===== src/rtl/rlex_pkg.sv =====
package rlex_pkg;

  // Frame geometry: 256 x 64 pixels, one bit each
  localparam int FRAME_BYTES  = 256 * 64 / 8;
  localparam int BUFFER_BYTES = FRAME_BYTES;

  localparam int RUN_W   = 8;
  localparam int FILL_W  = 3;
  localparam int POS_W   = 12;
  localparam int IDX_W   = 11;
  localparam logic [FILL_W-1:0] FILL_LAST = FILL_W'(7);
  localparam logic [POS_W-1:0]  POS_MAX   = {POS_W{1'b1}};

  typedef struct packed {
    logic [RUN_W-1:0] run_length;
    logic             final_run;
  } rlex_in_t;

  typedef struct packed {
    logic [7:0]       packed_byte;
    logic [IDX_W-1:0] byte_index;
    logic             last_of_run;
    logic             frame_end;
    logic             overflow;
  } rlex_out_t;

  typedef enum logic [1:0] {
    ST_IDLE,
    ST_RUN,
    ST_FLUSH
  } rlex_state_e;

endpackage


===== src/rtl/rlex_packer.sv =====
module rlex_packer
  import rlex_pkg::*;
(
  input  logic      clk_i,
  input  logic      rst_ni,
  input  logic      in_valid_i,
  output logic      in_stall_o,
  input  rlex_in_t  in_data_i,
  output logic      emit_valid_o,
  input  logic      emit_ready_i,
  output rlex_out_t emit_data_o
);

  rlex_state_e       state_q, state_d;
  logic [7:0]        pend_q, pend_d;
  logic [FILL_W-1:0] fill_q, fill_d;
  logic              color_q, color_d;
  logic [POS_W-1:0]  pos_q, pos_d;
  logic [RUN_W-1:0]  remain_q, remain_d;
  logic              final_q, final_d;

  logic [RUN_W-1:0]  remain_dec;
  logic [POS_W-1:0]  pos_inc;
  logic              shift_bit;
  logic              over;

  // Shared helpers for the serial datapath
  assign remain_dec = remain_q - RUN_W'(1);
  assign pos_inc    = (pos_q == POS_MAX) ? pos_q : pos_q + POS_W'(1);
  assign shift_bit  = (state_q == ST_RUN) ? color_q : 1'b0;
  assign over       = ({1'b0, pos_q} >= (POS_W+1)'(BUFFER_BYTES));

  // Next state
  always_comb begin
    state_d = state_q;
    unique case (state_q)
      ST_IDLE: begin
        if (in_valid_i) state_d = ST_RUN;
      end
      ST_RUN: begin
        if (remain_q == '0) begin
          state_d = (final_q && fill_q != '0) ? ST_FLUSH : ST_IDLE;
        end
      end
      ST_FLUSH: begin
        if (fill_q == FILL_LAST && emit_ready_i) state_d = ST_IDLE;
      end
      default: state_d = ST_IDLE;
    endcase
  end

  // Datapath updates and outputs: one pixel shifted in per cycle while running, unless a completed byte is stalled
  always_comb begin
    pend_d   = pend_q;
    fill_d   = fill_q;
    color_d  = color_q;
    pos_d    = pos_q;
    remain_d = remain_q;
    final_d  = final_q;
    in_stall_o   = (state_q != ST_IDLE);
    emit_valid_o = 1'b0;
    emit_data_o.packed_byte = {pend_q[6:0], shift_bit};
    emit_data_o.byte_index  = over ? '0 : pos_q[IDX_W-1:0];
    emit_data_o.overflow    = over;
    emit_data_o.last_of_run = 1'b0;
    emit_data_o.frame_end   = 1'b0;
    unique case (state_q)
      ST_IDLE: begin
        // Capture the transaction
        if (in_valid_i) begin
          remain_d = in_data_i.run_length;
          final_d  = in_data_i.final_run;
        end
      end
      ST_RUN: begin
        if (remain_q != '0) begin
          if (fill_q == FILL_LAST) begin
            // Byte completes: last unless more bytes or a flush follow
            emit_valid_o = 1'b1;
            emit_data_o.last_of_run = (remain_dec[RUN_W-1:3] == '0) &&
                                      !(final_q && remain_dec != '0);
            emit_data_o.frame_end   = final_q && (remain_dec == '0);
            if (emit_ready_i) begin
              pend_d   = '0;
              fill_d   = '0;
              pos_d    = pos_inc;
              remain_d = remain_dec;
            end
          end else begin
            pend_d   = {pend_q[6:0], shift_bit};
            fill_d   = fill_q + FILL_W'(1);
            remain_d = remain_dec;
          end
        end else if (final_q) begin
          // End of frame: return colour, and position if nothing to flush
          color_d = 1'b0;
          if (fill_q == '0) pos_d = '0;
        end else begin
          color_d = ~color_q;
        end
      end
      ST_FLUSH: begin
        // Pad with zeros until the byte is full, then emit it
        if (fill_q == FILL_LAST) begin
          emit_valid_o = 1'b1;
          emit_data_o.last_of_run = 1'b1;
          emit_data_o.frame_end   = 1'b1;
          if (emit_ready_i) begin
            pend_d = '0;
            fill_d = '0;
            pos_d  = '0;
          end
        end else begin
          pend_d = {pend_q[6:0], 1'b0};
          fill_d = fill_q + FILL_W'(1);
        end
      end
      default: ;
    endcase
  end

  // Control registers
  always_ff @(posedge clk_i or negedge rst_ni) begin
    if (!rst_ni) begin
      state_q  <= ST_IDLE;
      pend_q   <= '0;
      fill_q   <= '0;
      color_q  <= 1'b0;
      pos_q    <= '0;
      remain_q <= '0;
      final_q  <= 1'b0;
    end else begin
      state_q  <= state_d;
      pend_q   <= pend_d;
      fill_q   <= fill_d;
      color_q  <= color_d;
      pos_q    <= pos_d;
      remain_q <= remain_d;
      final_q  <= final_d;
    end
  end

endmodule


===== src/rtl/rlex_out_stage.sv =====
module rlex_out_stage
  import rlex_pkg::*;
(
  input  logic      clk_i,
  input  logic      rst_ni,
  input  logic      emit_valid_i,
  output logic      emit_ready_o,
  input  rlex_out_t emit_data_i,
  output logic      out_valid_o,
  input  logic      out_stall_i,
  output rlex_out_t out_data_o
);

  logic      valid_q, valid_d;
  rlex_out_t data_q, data_d;
  logic      take;

  // Load when empty or when the held transaction leaves
  assign take         = !valid_q || !out_stall_i;
  assign emit_ready_o = take;

  always_comb begin
    valid_d = valid_q;
    data_d  = data_q;
    if (take) begin
      valid_d = emit_valid_i;
      if (emit_valid_i) data_d = emit_data_i;
    end
  end

  always_ff @(posedge clk_i or negedge rst_ni) begin
    if (!rst_ni) begin
      valid_q <= 1'b0;
    end else begin
      valid_q <= valid_d;
    end
  end

  // Payload holds without reset
  always_ff @(posedge clk_i) begin
    data_q <= data_d;
  end

  assign out_valid_o = valid_q;
  assign out_data_o  = data_q;

endmodule


===== src/rtl/bilevel_run_length_expander_core.sv =====
// A run that starts on a byte boundary shows its first byte once its eighth pixel is packed and registered.
// A new run is accepted only after the previous one ends, including padding of a final partial byte;
// pixels are shifted into the packing register one per cycle while the output takes completed bytes.
// Output stalls freeze the packer only when it has a byte to hand over.
// Reset (asynchronous, active low) clears colour to black, position and packing state.
module bilevel_run_length_expander_core
  import rlex_pkg::*;
(
  input  logic      clk_i,
  input  logic      rst_ni,
  input  logic      in_valid_i,
  output logic      in_stall_o,
  input  rlex_in_t  in_data_i,
  output logic      out_valid_o,
  input  logic      out_stall_i,
  output rlex_out_t out_data_o
);

  logic      emit_valid;
  logic      emit_ready;
  rlex_out_t emit_data;

  // Serial pixel packer
  rlex_packer u_packer (
    .clk_i        (clk_i),
    .rst_ni       (rst_ni),
    .in_valid_i   (in_valid_i),
    .in_stall_o   (in_stall_o),
    .in_data_i    (in_data_i),
    .emit_valid_o (emit_valid),
    .emit_ready_i (emit_ready),
    .emit_data_o  (emit_data)
  );

  // Output register
  rlex_out_stage u_out_stage (
    .clk_i        (clk_i),
    .rst_ni       (rst_ni),
    .emit_valid_i (emit_valid),
    .emit_ready_o (emit_ready),
    .emit_data_i  (emit_data),
    .out_valid_o  (out_valid_o),
    .out_stall_i  (out_stall_i),
    .out_data_o   (out_data_o)
  );

endmodule


===== config.mk =====
export PLATFORM = sky130hd
export DESIGN_NAME = bilevel_run_length_expander_core
export DESIGN_NICKNAME = d
export VERILOG_FILES = /design/src/rtl/rlex_pkg.sv /design/src/rtl/rlex_packer.sv /design/src/rtl/rlex_out_stage.sv /design/src/rtl/bilevel_run_length_expander_core.sv
export SDC_FILE = /design/constraint.sdc
export NUM_CORES = 1
export LEC_CHECK = 0
export ABC_AREA = 1
export BUFFER_PORTS_ARGS = -buffer_cell sky130_fd_sc_hd__buf_4
export CAP_MARGIN = 20
export CORE_MARGIN = 1.5
export CORE_UTILIZATION = 55
export CTS_CLUSTER_SIZE = 40
export DETAILED_ROUTE_END_ITERATION = 10
export PLACE_DENSITY_LB_ADDON = 0.12
export SYNTH_ARGS = -nofsm -noshare
export SYNTH_HDL_FRONTEND = slang
export SYNTH_SLANG_ARGS = --single-unit

===== constraint.sdc =====
create_clock -name clk_i -period 4.7 [get_ports clk_i]
set_input_delay 0.94 -clock clk_i [delete_from_list [all_inputs] [get_ports clk_i]]
set_output_delay 0.94 -clock clk_i [all_outputs]
set_load 0.01 [all_outputs]

After elaboration in Yosys (flattened, before gate mapping)
Index checks and enable logic that the tools add are counted.

Add/sub/neg operators: 3. Order comparisons: 1. Equal/unequal tests: 16. Multiplexer cells: 37. Bitwise gates (word level): 2. Reduce and logical (&&, ||, !) cells: 27.

Operator list (number): $mux 12 (8); $mux 8 (8); $pmux 8 s2 (2); $pmux 12 s2 (1); $logic_not 8->1 (2); $reduce_bool 8->1 (2); $mux 2 (7); $add 12x1->12 const B (1); $eq 12x12->1 const B (1); $ge 12x12->1 const B (1); $mux 3 (3); $ne 3x2->1 const B (3); $ne 3x3->1 const B (3); $reduce_and 2->1 (4); $reduce_and 8->1 (1); $sub 8x1->8 const B (1); $ne 2x1->1 const B (3); $ne 2x2->1 const B (3); $pmux 2 s3 (1); $pmux 3 s2 (1); $reduce_bool 2->1 (3); $logic_and 1x1->1 (5); $logic_not 5->1 (1); $mux 1 (4); other kinds (14) (17).

Bits in registers: 58. Bits of input ports: 13. Output and inout bits: 24. Logic and storage cells: 99.

Longest topological paths before layout
Gate-level depths: netlist of run 1.

Word-level depth: 8. Gate-level depth with buffers: 11.

By module
From an unflattened synthesis of run 1, not the netlist that was laid out.

Cells, all modules: 355. Area, all modules: 3042.9 sq um.

By module, submodules not included: rlex_packer (instances 1, cells an instance 328, area each 2341.0 sq um); rlex_out_stage (instances 1, cells an instance 27, area each 701.9 sq um).

Least setup slack after synthesis of run 1
No wires, ideal clock.

Path type: reg-to-reg. Start: register u_packer.remain_q[0]. End: register u_out_stage.data_q (netlist bit u_out_stage.out_data_o[0]) (enable). Library setup time: 0.401 ns. Data arrival time: 2.204 ns. Slack: 2.095 ns. Stages on the path, launching flop included: 10. Buffers on the path: 0. Clock period less this slack: 2.605 ns. Cells stage by stage: dfrtp_1 inv_1 ha_1 nand2_1 nor2_4 nor2_1 nand2_1 nand2_1 nand2_1 nor2_1.

Longest elaborated chain between the ends: 4.

Ends and longest elaborated chain: from (decl) (RTL line rlex_packer.sv:19) `logic [RUN_W-1:0] remain_q, remain_d;`; from (signal assigned) (RTL line rlex_packer.sv:138) `remain_q <= remain_d;`; $reduce_bool 8->1 (RTL line rlex_packer.sv:76) `if (remain_q != '0) begin`; $mux 1 (RTL line rlex_packer.sv:76); $pmux 1 s2 (RTL line rlex_packer.sv:67) `unique case (state_q)`; $reduce_and 2->1 (no source line); to (signal assigned) (RTL line rlex_out_stage.sv:41) `data_q <= data_d;`; to (decl) (RTL line rlex_out_stage.sv:15) `rlex_out_t data_q, data_d;`.

No other way between the ends. A chain may end at the register's enable or synchronous reset.

Worst setup path in the final report of run 1
Start: register u_packer.state_q[1]. End: register u_out_stage.data_q (netlist bit u_out_stage.out_data_o[10]) (enable).

Longest elaborated chain between the ends: 3.

Ends and longest elaborated chain: from (decl) (RTL line rlex_packer.sv:14) `rlex_state_e state_q, state_d;`; from (signal assigned) (RTL line rlex_packer.sv:133) `state_q <= state_d;`; $eq 2x2->1 / $eq 2x1->1 (equally long branches) (RTL line rlex_packer.sv:67); $pmux 1 s2 (*) (RTL line rlex_packer.sv:67); $reduce_and 2->1 (no source line) (*).

Mark *: on every way between the ends. The rest lies on a longest branch, timed or not.

==> results by group, run 1 <==
Clocking
  • Post-cts repair resize count: 0
  • Hold Buf Count CTS: 0
  • H-tree depth: 3
  • Clock Latency Late Sink: around 330 ps
  • Clk sink count: 57
  • Reg clk slew, reported paths: ~60 ps
  • Post-CTS Setup Inserts: 0
  • CTS tree: yes
  • CTS Buffer Depth: 2
  • Clock root buffer: clkbuf_8
  • TritonCTS Buffers: 9

STA
  • Fin. Hold Viols: 0
  • Worst Tran Pin Value: ~600 ps
  • Final setup fails: 0
  • Slew headroom: about three fifths
  • Setup_tns: 0 ps
  • RSZ-0062 raised after global routing: no
  • Maximum clock frequency: around 430 MHz
  • Final setup skew: just over 7 ps
  • Period minus WS final: around 2300 ps
  • Max Slew Vio Count: 0
  • Worst hold margin: ~440 ps
  • Final period util: 49.39%

Yosys
  • Share of the synthesized area in the top cell type: between 30% and 40%
  • Post-synthesis sequential area ratio: 52.95%
  • Area contributors post-synth: dfrtp_1, edfxtp_1, nand2_1
  • Synthesized instance count: 347
  • Synth cell count leaders: nand2_1, nor2_1, inv_1
  • Main synth FF type: dfrtp_1
  • Cell accounting for the most synthesized area: dfrtp_1
  • Number of flops mapped to enable cells by yosys: 22
  • Synthesized cell area: just under 0.003 mm2
  • Post-synthesis xor/xnor area fraction: 1.509%
  • Syn. warnings: 0
  • Mux contribution to synthesized area: 0%
  • Yosys cell types: 28
  • Synth Area in Compound Gates: ~8%
  • Adder-Cell Fraction of Synth Area: under 10%
  • Syn Nets: 370
  • Async SR Flop Fraction: about three fifths
  • FF+latch count, synth: 57
  • Largest family of logic cells by synthesized area: simple AND/OR/NAND/NOR gates
  • Avg Cell Area, Syn: 8.362 um2
  • Most common cell in the netlist: nand2_1
  • Simple-gate share of the synthesized area: 25.83%

Pwr
  • Worst IR drop on VDD: between 0.3 and 0.4 mV
  • Clock Power Share: about a fifth
  • Power Dens Cells: approximately 530 mW/mm2
  • Logic gate share of total power: around two fifths
  • Sequential share of power: between 30% and 40%
  • Int Power: 1063 uW
  • Switching share of power: between 40 and 50%
  • Switching Power: ~720 uW
  • Leak pwr: 0.001640 uW

Die
  • Starting Density: a little under three fifths
  • Num rows: 26
  • Die Wd: roughly 76 um
  • I/O pins: 37
  • Core ar.: roughly 0.0051 mm2
  • Total die area: 0.005720 mm2
  • Chip Height: approximately 76 um

Setup path
  • Reg2Reg Depth: 9
  • Worst Path Arrival: 2330 ps
  • Worst-path maximum fanout: 22
  • Worst setup EP type: flop
  • R2R setup slack: 2380 ps
  • Worst setup SP type: flop
  • Crit Path Class: flop to flop
  • Req. time, crit path: approximately 4700 ps

Run
  • Max-Cap Viols: 0

Detailed routing
  • Routed Antenna Nets: 0
  • Routed wl met2: approximately 2200 um
  • Routed vias: ~2300
  • Post-Route M1 WL: ~2600 um
  • WL met3: 317 um
  • DR iter-0 viols: ~150
  • Top sig layer: met4
  • DRT Pass-1 Iters: 5
  • # DRC: 0
  • Final wirelength: roughly 5200 um
  • DR vias/cell: between 4 and 5
  • Wire per inst: between 10 and 15 um

Global routing
  • Vias in the first global route: between 1500 and 2000
  • First-pass GRT wire length: between 8000 and 9000 um
  • Largest net degree at the start of global routing: 36
  • Gr ovfl total: 0
  • Overall routing resource usage: between 20% and 30%
  • Initial antenna violation count: 0

Hold path
  • Hold-critical path depth: 0
  • Worst Hold Class: flop to flop

Placement
  • Routability cong.: around 0.91
  • Placed inst area: 0.003227 mm2
  • Placed cells: 447
  • Post-DP HPWL: about 3900 um
  • Buffers on Ports: 36

Final layout
  • Final net count: 411
  • Synth-to-layout area growth: 16.65%
  • Finished Layout Cells: about 460
  • Layout cells sized above 1: approximately 15%
  • N_diodes: 0
  • Design area: between 0.003 and 0.004 mm2

Outcome
  • Outcome: finished clean
## power by group through the flow
stage,combinational [uW],clock [uW],sequential (uW)
2_1_floorplan,575,0,695
3_3_place_gp,708,0,707
3_5_place_dp,717,0,707
4_1_cts,722,378,699
5_1_grt,830,397,713
6_report,716,371,700
## cells in the final DEF, fill, tap and decap left out, drive strengths merged, types with 9 or more instances in the layout
cell type and n:
nor2 60, edfxtp 22, inv 48, clkbuf 14, buf 37, nand2 92
dfrtp 35, nand3 22, o21ai 22, ha 10, a21oi 9
## critical path: stages (launching register included)
cell	delay [ps]
dfrtp_1	380
inv_1	80
ha_1	450
inv_2	170
nor2_1	280
nand2_1	120
nand2_1	70
nand2_1	70
nor2_1	90
buf_4	280
## routing by layer
layer	GRT usage, %	vias up
li1	-	1188
met1	29.03	1004
met2	28.85	73
met3	3.571	13
met4	10.71	0
met5	0	-
## kinds of logic (layout without fill, tap and decap cells)
kind of cell	Yosys count	after routing
xor gates and xnor gates	5	5
DFF	57	57
adders and majority gates	10	10
AOI/OAI and AO/OA	41	41
and+or+nand+nor	179	179
buffers and inverters	55	100
## path summary, 6_finish.rpt
| kind | startpoint | endpoint |
|---|---|---|
| worst max-delay path | u_packer.state_q[1]$_DFFE_PN0P_ | u_out_stage.out_data_o[10]$_SDFFCE_PP0P_ |
| worst min-delay path | u_packer.pend_q[3]$_DFFE_PN0P_ | u_out_stage.out_data_o[18]$_DFFE_PP_ |
| worst max register to register | u_packer.state_q[1]$_DFFE_PN0P_ | u_out_stage.out_data_o[10]$_SDFFCE_PP0P_ |
| worst min register to register | u_packer.pend_q[3]$_DFFE_PN0P_ | u_out_stage.out_data_o[18]$_DFFE_PP_ |
| max in group asynchronous | rst_ni | u_packer.state_q[0]$_DFFE_PN0P_ |
| min in group asynchronous | rst_ni | u_packer.remain_q[5]$_DFFE_PN0P_ |
## metrics by stage
| step | total power, uW | setup WS [ps] | util [%] |
|---|---|---|---|
| 3_3_place_gp | 1415 | 2274 | 63.18 |
| 5_1_grt | 1940 | 2125 | 66.27 |
| 6_report | 1787 | 2379 | 66.27 |
| 3_5_place_dp | 1424 | 2241 | 63.18 |
| 4_1_cts | 1798 | 2382 | 66.27 |
| 2_1_floorplan | 1270 | 2095 | - |
## registers in the layout, indices dropped and copies added (netlist names)
register / cells
u_packer.pend_q: 7
u_packer.pos_q: 12
u_packer.color_q: 1
u_packer.fill_q: 3
u_packer.final_q: 1
u_out_stage.out_data_o: 22
u_out_stage.out_valid_o: 1
u_packer.state_q: 2
u_packer.remain_q: 8
## cell type report
| type | count | area [um2] |
|---|---|---|
| inverter | 48 | 180.2 |
| multi-input combinational | 235 | 1145 |
| sequential | 57 | 1536 |
| clock buffer | 14 | 152.6 |
| clock inverter | 1 | 5.005 |
| tap | 70 | 87.58 |
| fill | 437 | 1723 |
| timing repair buffer | 37 | 277.8 |
Power figures use the tool's default switching activity.
==> run 2, diff against run 1 <==
clock period = 2.2 ns   (was 4.7 ns; I/O delays follow)
==> results by group, run 2 (same netlist as run 1, synthesis figures left out) <==
Final layout
  • Register Area: 0.001536 mm2 (unchanged)
  • Number of fill cells: 401 (was 437)
  • Synth-to-layout area growth: 19.84% (was 16.65%)
  • Finished Layout Cells: 469 (was 462)
  • Most frequent cells in the layout: nand2_1, nor2_1, inv_1 (unchanged)
  • Commonest non-fill, non-tap cell in the layout: nand2_1 (unchanged)
  • Layout cells sized above 1: 16.79% (was 15.31%)
  • Multi-input gate area in the final layout: 0.001157 mm2 (was 0.001145 mm2)
  • Max FFs per register: 22 (unchanged)
  • N_diodes: 0 (unchanged)
  • Final net count: 417 (was 411)

Setup path
  • Reg2Reg Depth: 9 (unchanged)
  • Worst r2r dst: u_packer.pos_q[7]$_DFFE_PN0P_ (was u_out_stage.out_data_o[10]$_SDFFCE_PP0P_)
  • R2R setup slack: 260 ps (was 2380 ps)
  • Worst setup EP type: flop (unchanged)
  • R2r startpoint: u_packer.fill_q[0]$_DFFE_PN0P_ (was u_packer.state_q[1]$_DFFE_PN0P_)
  • Critical path origin: u_packer.fill_q[0]$_DFFE_PN0P_ (was u_packer.state_q[1]$_DFFE_PN0P_)
  • Worst-path maximum fanout: 13 (was 22)
  • Worst Path Arrival: 2160 ps (was 2330 ps)
  • Delay-heaviest family, CP: simple AND/OR/NAND/NOR gates (unchanged)
  • Crit Path Class: flop to flop (unchanged)
  • Req. time, crit path: 2410 ps (was 4700 ps)
  • Critical Path Sink: u_packer.pos_q[7]$_DFFE_PN0P_ (was u_out_stage.out_data_o[10]$_SDFFCE_PP0P_)
  • CP Buf/Inv Count: 1 (was 3)
  • Slowest-stage cell, CP: dfrtp_1 (was ha_1)
  • Critical Path Stages: 9 (unchanged)
  • Worst path max stage delay: 350 ps (was 450 ps)
  • Critical-path cell list: ha_1, ha_1, inv_1, o21ai_1, o21ai_1, nor2_4, nand2_2, nand2_1, nand2_1 (was inv_1, ha_1, inv_2, nor2_1, nand2_1, nand2_1, nand2_1, nor2_1, buf_4)
  • Worst setup SP type: flop (unchanged)

Run
  • Max-Cap Viols: 0 (unchanged)

Placement
  • Buffers on Ports: 36 (unchanged)
  • Placed cells: 453 (was 447)
  • Post-DP HPWL: 3869 um (was 3861 um)
  • Routability cong.: 0.8704 (was 0.9123)

Detailed routing
  • DR vias/cell: 4.878 (was 4.931)
  • DRT Pass-1 Iters: 4 (was 5)
  • Final wirelength: 5364 um (was 5232 um)
  • Routed vias: 2288 (was 2278)
  • Routed Antenna Nets: 0 (unchanged)
  • Wire per inst: 11.44 um (was 11.32 um)
  • DR iter-0 viols: 108 (was 149)
  • # DRC: 0 (unchanged)

Clocking
  • Clk sink count: 57 (unchanged)
  • CTS tree: yes (unchanged)
  • H-tree depth: 3 (unchanged)
  • Post-CTS Setup Inserts: 0 (unchanged)
  • Clock root buffer: clkbuf_8 (unchanged)
  • Clock Latency Late Sink: 330 ps (about the same)
  • Reg clk slew, reported paths: 70 ps (was 60 ps)
  • TritonCTS Buffers: 9 (unchanged)
  • CTS Buffer Depth: 2 (unchanged)

Die
  • Chip Height: 75.63 um (unchanged)
  • Core ar.: 0.005107 mm2 (unchanged)
  • I/O pins: 37 (unchanged)
  • Die Wd: 75.63 um (unchanged)
  • Num rows: 26 (unchanged)
  • Total die area: 0.005720 mm2 (unchanged)
  • Starting Density: 56.81% (unchanged)

STA
  • Setup_tns: 0 ps (unchanged)
  • Max Slew Vio Count: 0 (unchanged)
  • Maximum clock frequency: 514.9 MHz (was 430.8 MHz)
  • Fin. Hold Viols: 0 (unchanged)
  • Worst Tran Pin Value: 478.8 ps (was 602.0 ps)
  • Final setup fails: 0 (unchanged)
  • Final setup skew: 9.445 ps (was 7.080 ps)
  • Period minus WS final: 1942 ps (was 2321 ps)
  • RSZ-0062 raised after global routing: no (unchanged)
  • Final period util: 88.28% (was 49.39%)
  • Slew headroom: 68.08% (was 59.82%)

Global routing
  • First-pass GRT wire length: 8963 um (was 8542 um)
  • Vias in the first global route: 2002 (was 1903)
  • Initial antenna violation count: 0 (unchanged)
  • Overall routing resource usage: 21.44% (was 20.08%)
  • Gr ovfl total: 0 (unchanged)
  • Largest net degree at the start of global routing: 36 (unchanged)

Outcome
  • Outcome: finished clean (unchanged)

Pwr
  • Leak pwr: 0.001684 uW (was 0.001640 uW)
  • Worst IR drop on VDD: 0.6648 mV (was 0.3154 mV)
  • Power Dens Cells: 1172 mW/mm2 (was 528.0 mW/mm2)

Hold path
  • Worst Hold Class: input pin to async pin (was flop to flop)
run 2: cell types whose count changed in the layout (fill, tap and decap cells not counted), sizes merged:
cell / change
buf: +6
bufinv: +1
clkinv: +1
clkinvlp: +1
clkbuf: -2
run 2: stage by stage:
step	util, %	instance area (um2)	hold WS [ps]	worst slack, ps	power [uW]
after floorplan	-	2909	144.4	177.7	2712
after global placement	64.45	3292	416.1	208.4	3129
after detailed placement	64.45	3292	419.5	104.2	3172
after CTS	67.98	3472	53.79	92.53	4077
after global routing	68.08	3477	84.15	4.059	4420
final	68.08	3477	48.53	257.7	4074
run 2: worst register-to-register path: stages, from the launching register on:
cell and delay, ps:
dfrtp_1 350, ha_1 150, ha_1 220, inv_1 100, o21ai_1 180, o21ai_1 130
nor2_4 290, nand2_2 240, nand2_1 110, nand2_1 60
run 2: worst min path at each step:
stage | startpoint | end | slack [ps]
floorplan | rst_ni | u_out_stage.out_valid_o$_DFFE_PN0N_ | 140
global placement | rst_ni | u_packer.remain_q[4]$_DFFE_PN0P_ | 420
detailed placement | rst_ni | u_packer.remain_q[4]$_DFFE_PN0P_ | 420
CTS | rst_ni | u_packer.remain_q[4]$_DFFE_PN0P_ | 50
global route | rst_ni | u_packer.remain_q[4]$_DFFE_PN0P_ | 80
finish | rst_ni | u_packer.remain_q[4]$_DFFE_PN0P_ | 50
run 2: area by class of cell:
type                    count  share of cell area [%]
flip-flops and latches     57                   44.19
multi-input cells         235                   33.29
repair buffers             43                   9.644
inverters                  48                   5.182
clock buffers              12                   3.886
well taps                  70                   2.519
clock inverters             4                   1.295
run 2: layer usage:
metal  GRT usage [%]  vias to the layer above  share of wire (%)
li1                -                     1203                  -
met1           28.78                     1023                 48
met2           32.07                       55                 46
met3           6.878                        7                4.3
met4           9.325                        0                1.4
met5               0                        -                  0
run 2: timing repair:
| item | in CTS | in global routing |
|---|---|---|
| endpoints found under the setup margin | 0 | 12 |
| resized for setup | 0 | 1 |
| hold buffers | 0 | 0 |
run 2: power by group:
part	leakage, uW	internal [uW]	switching (uW)
clock network	0.0000857	516	388
registers	0.000670	1340	156
logic	0.000928	589	1090
total	0.00168	2440	1630
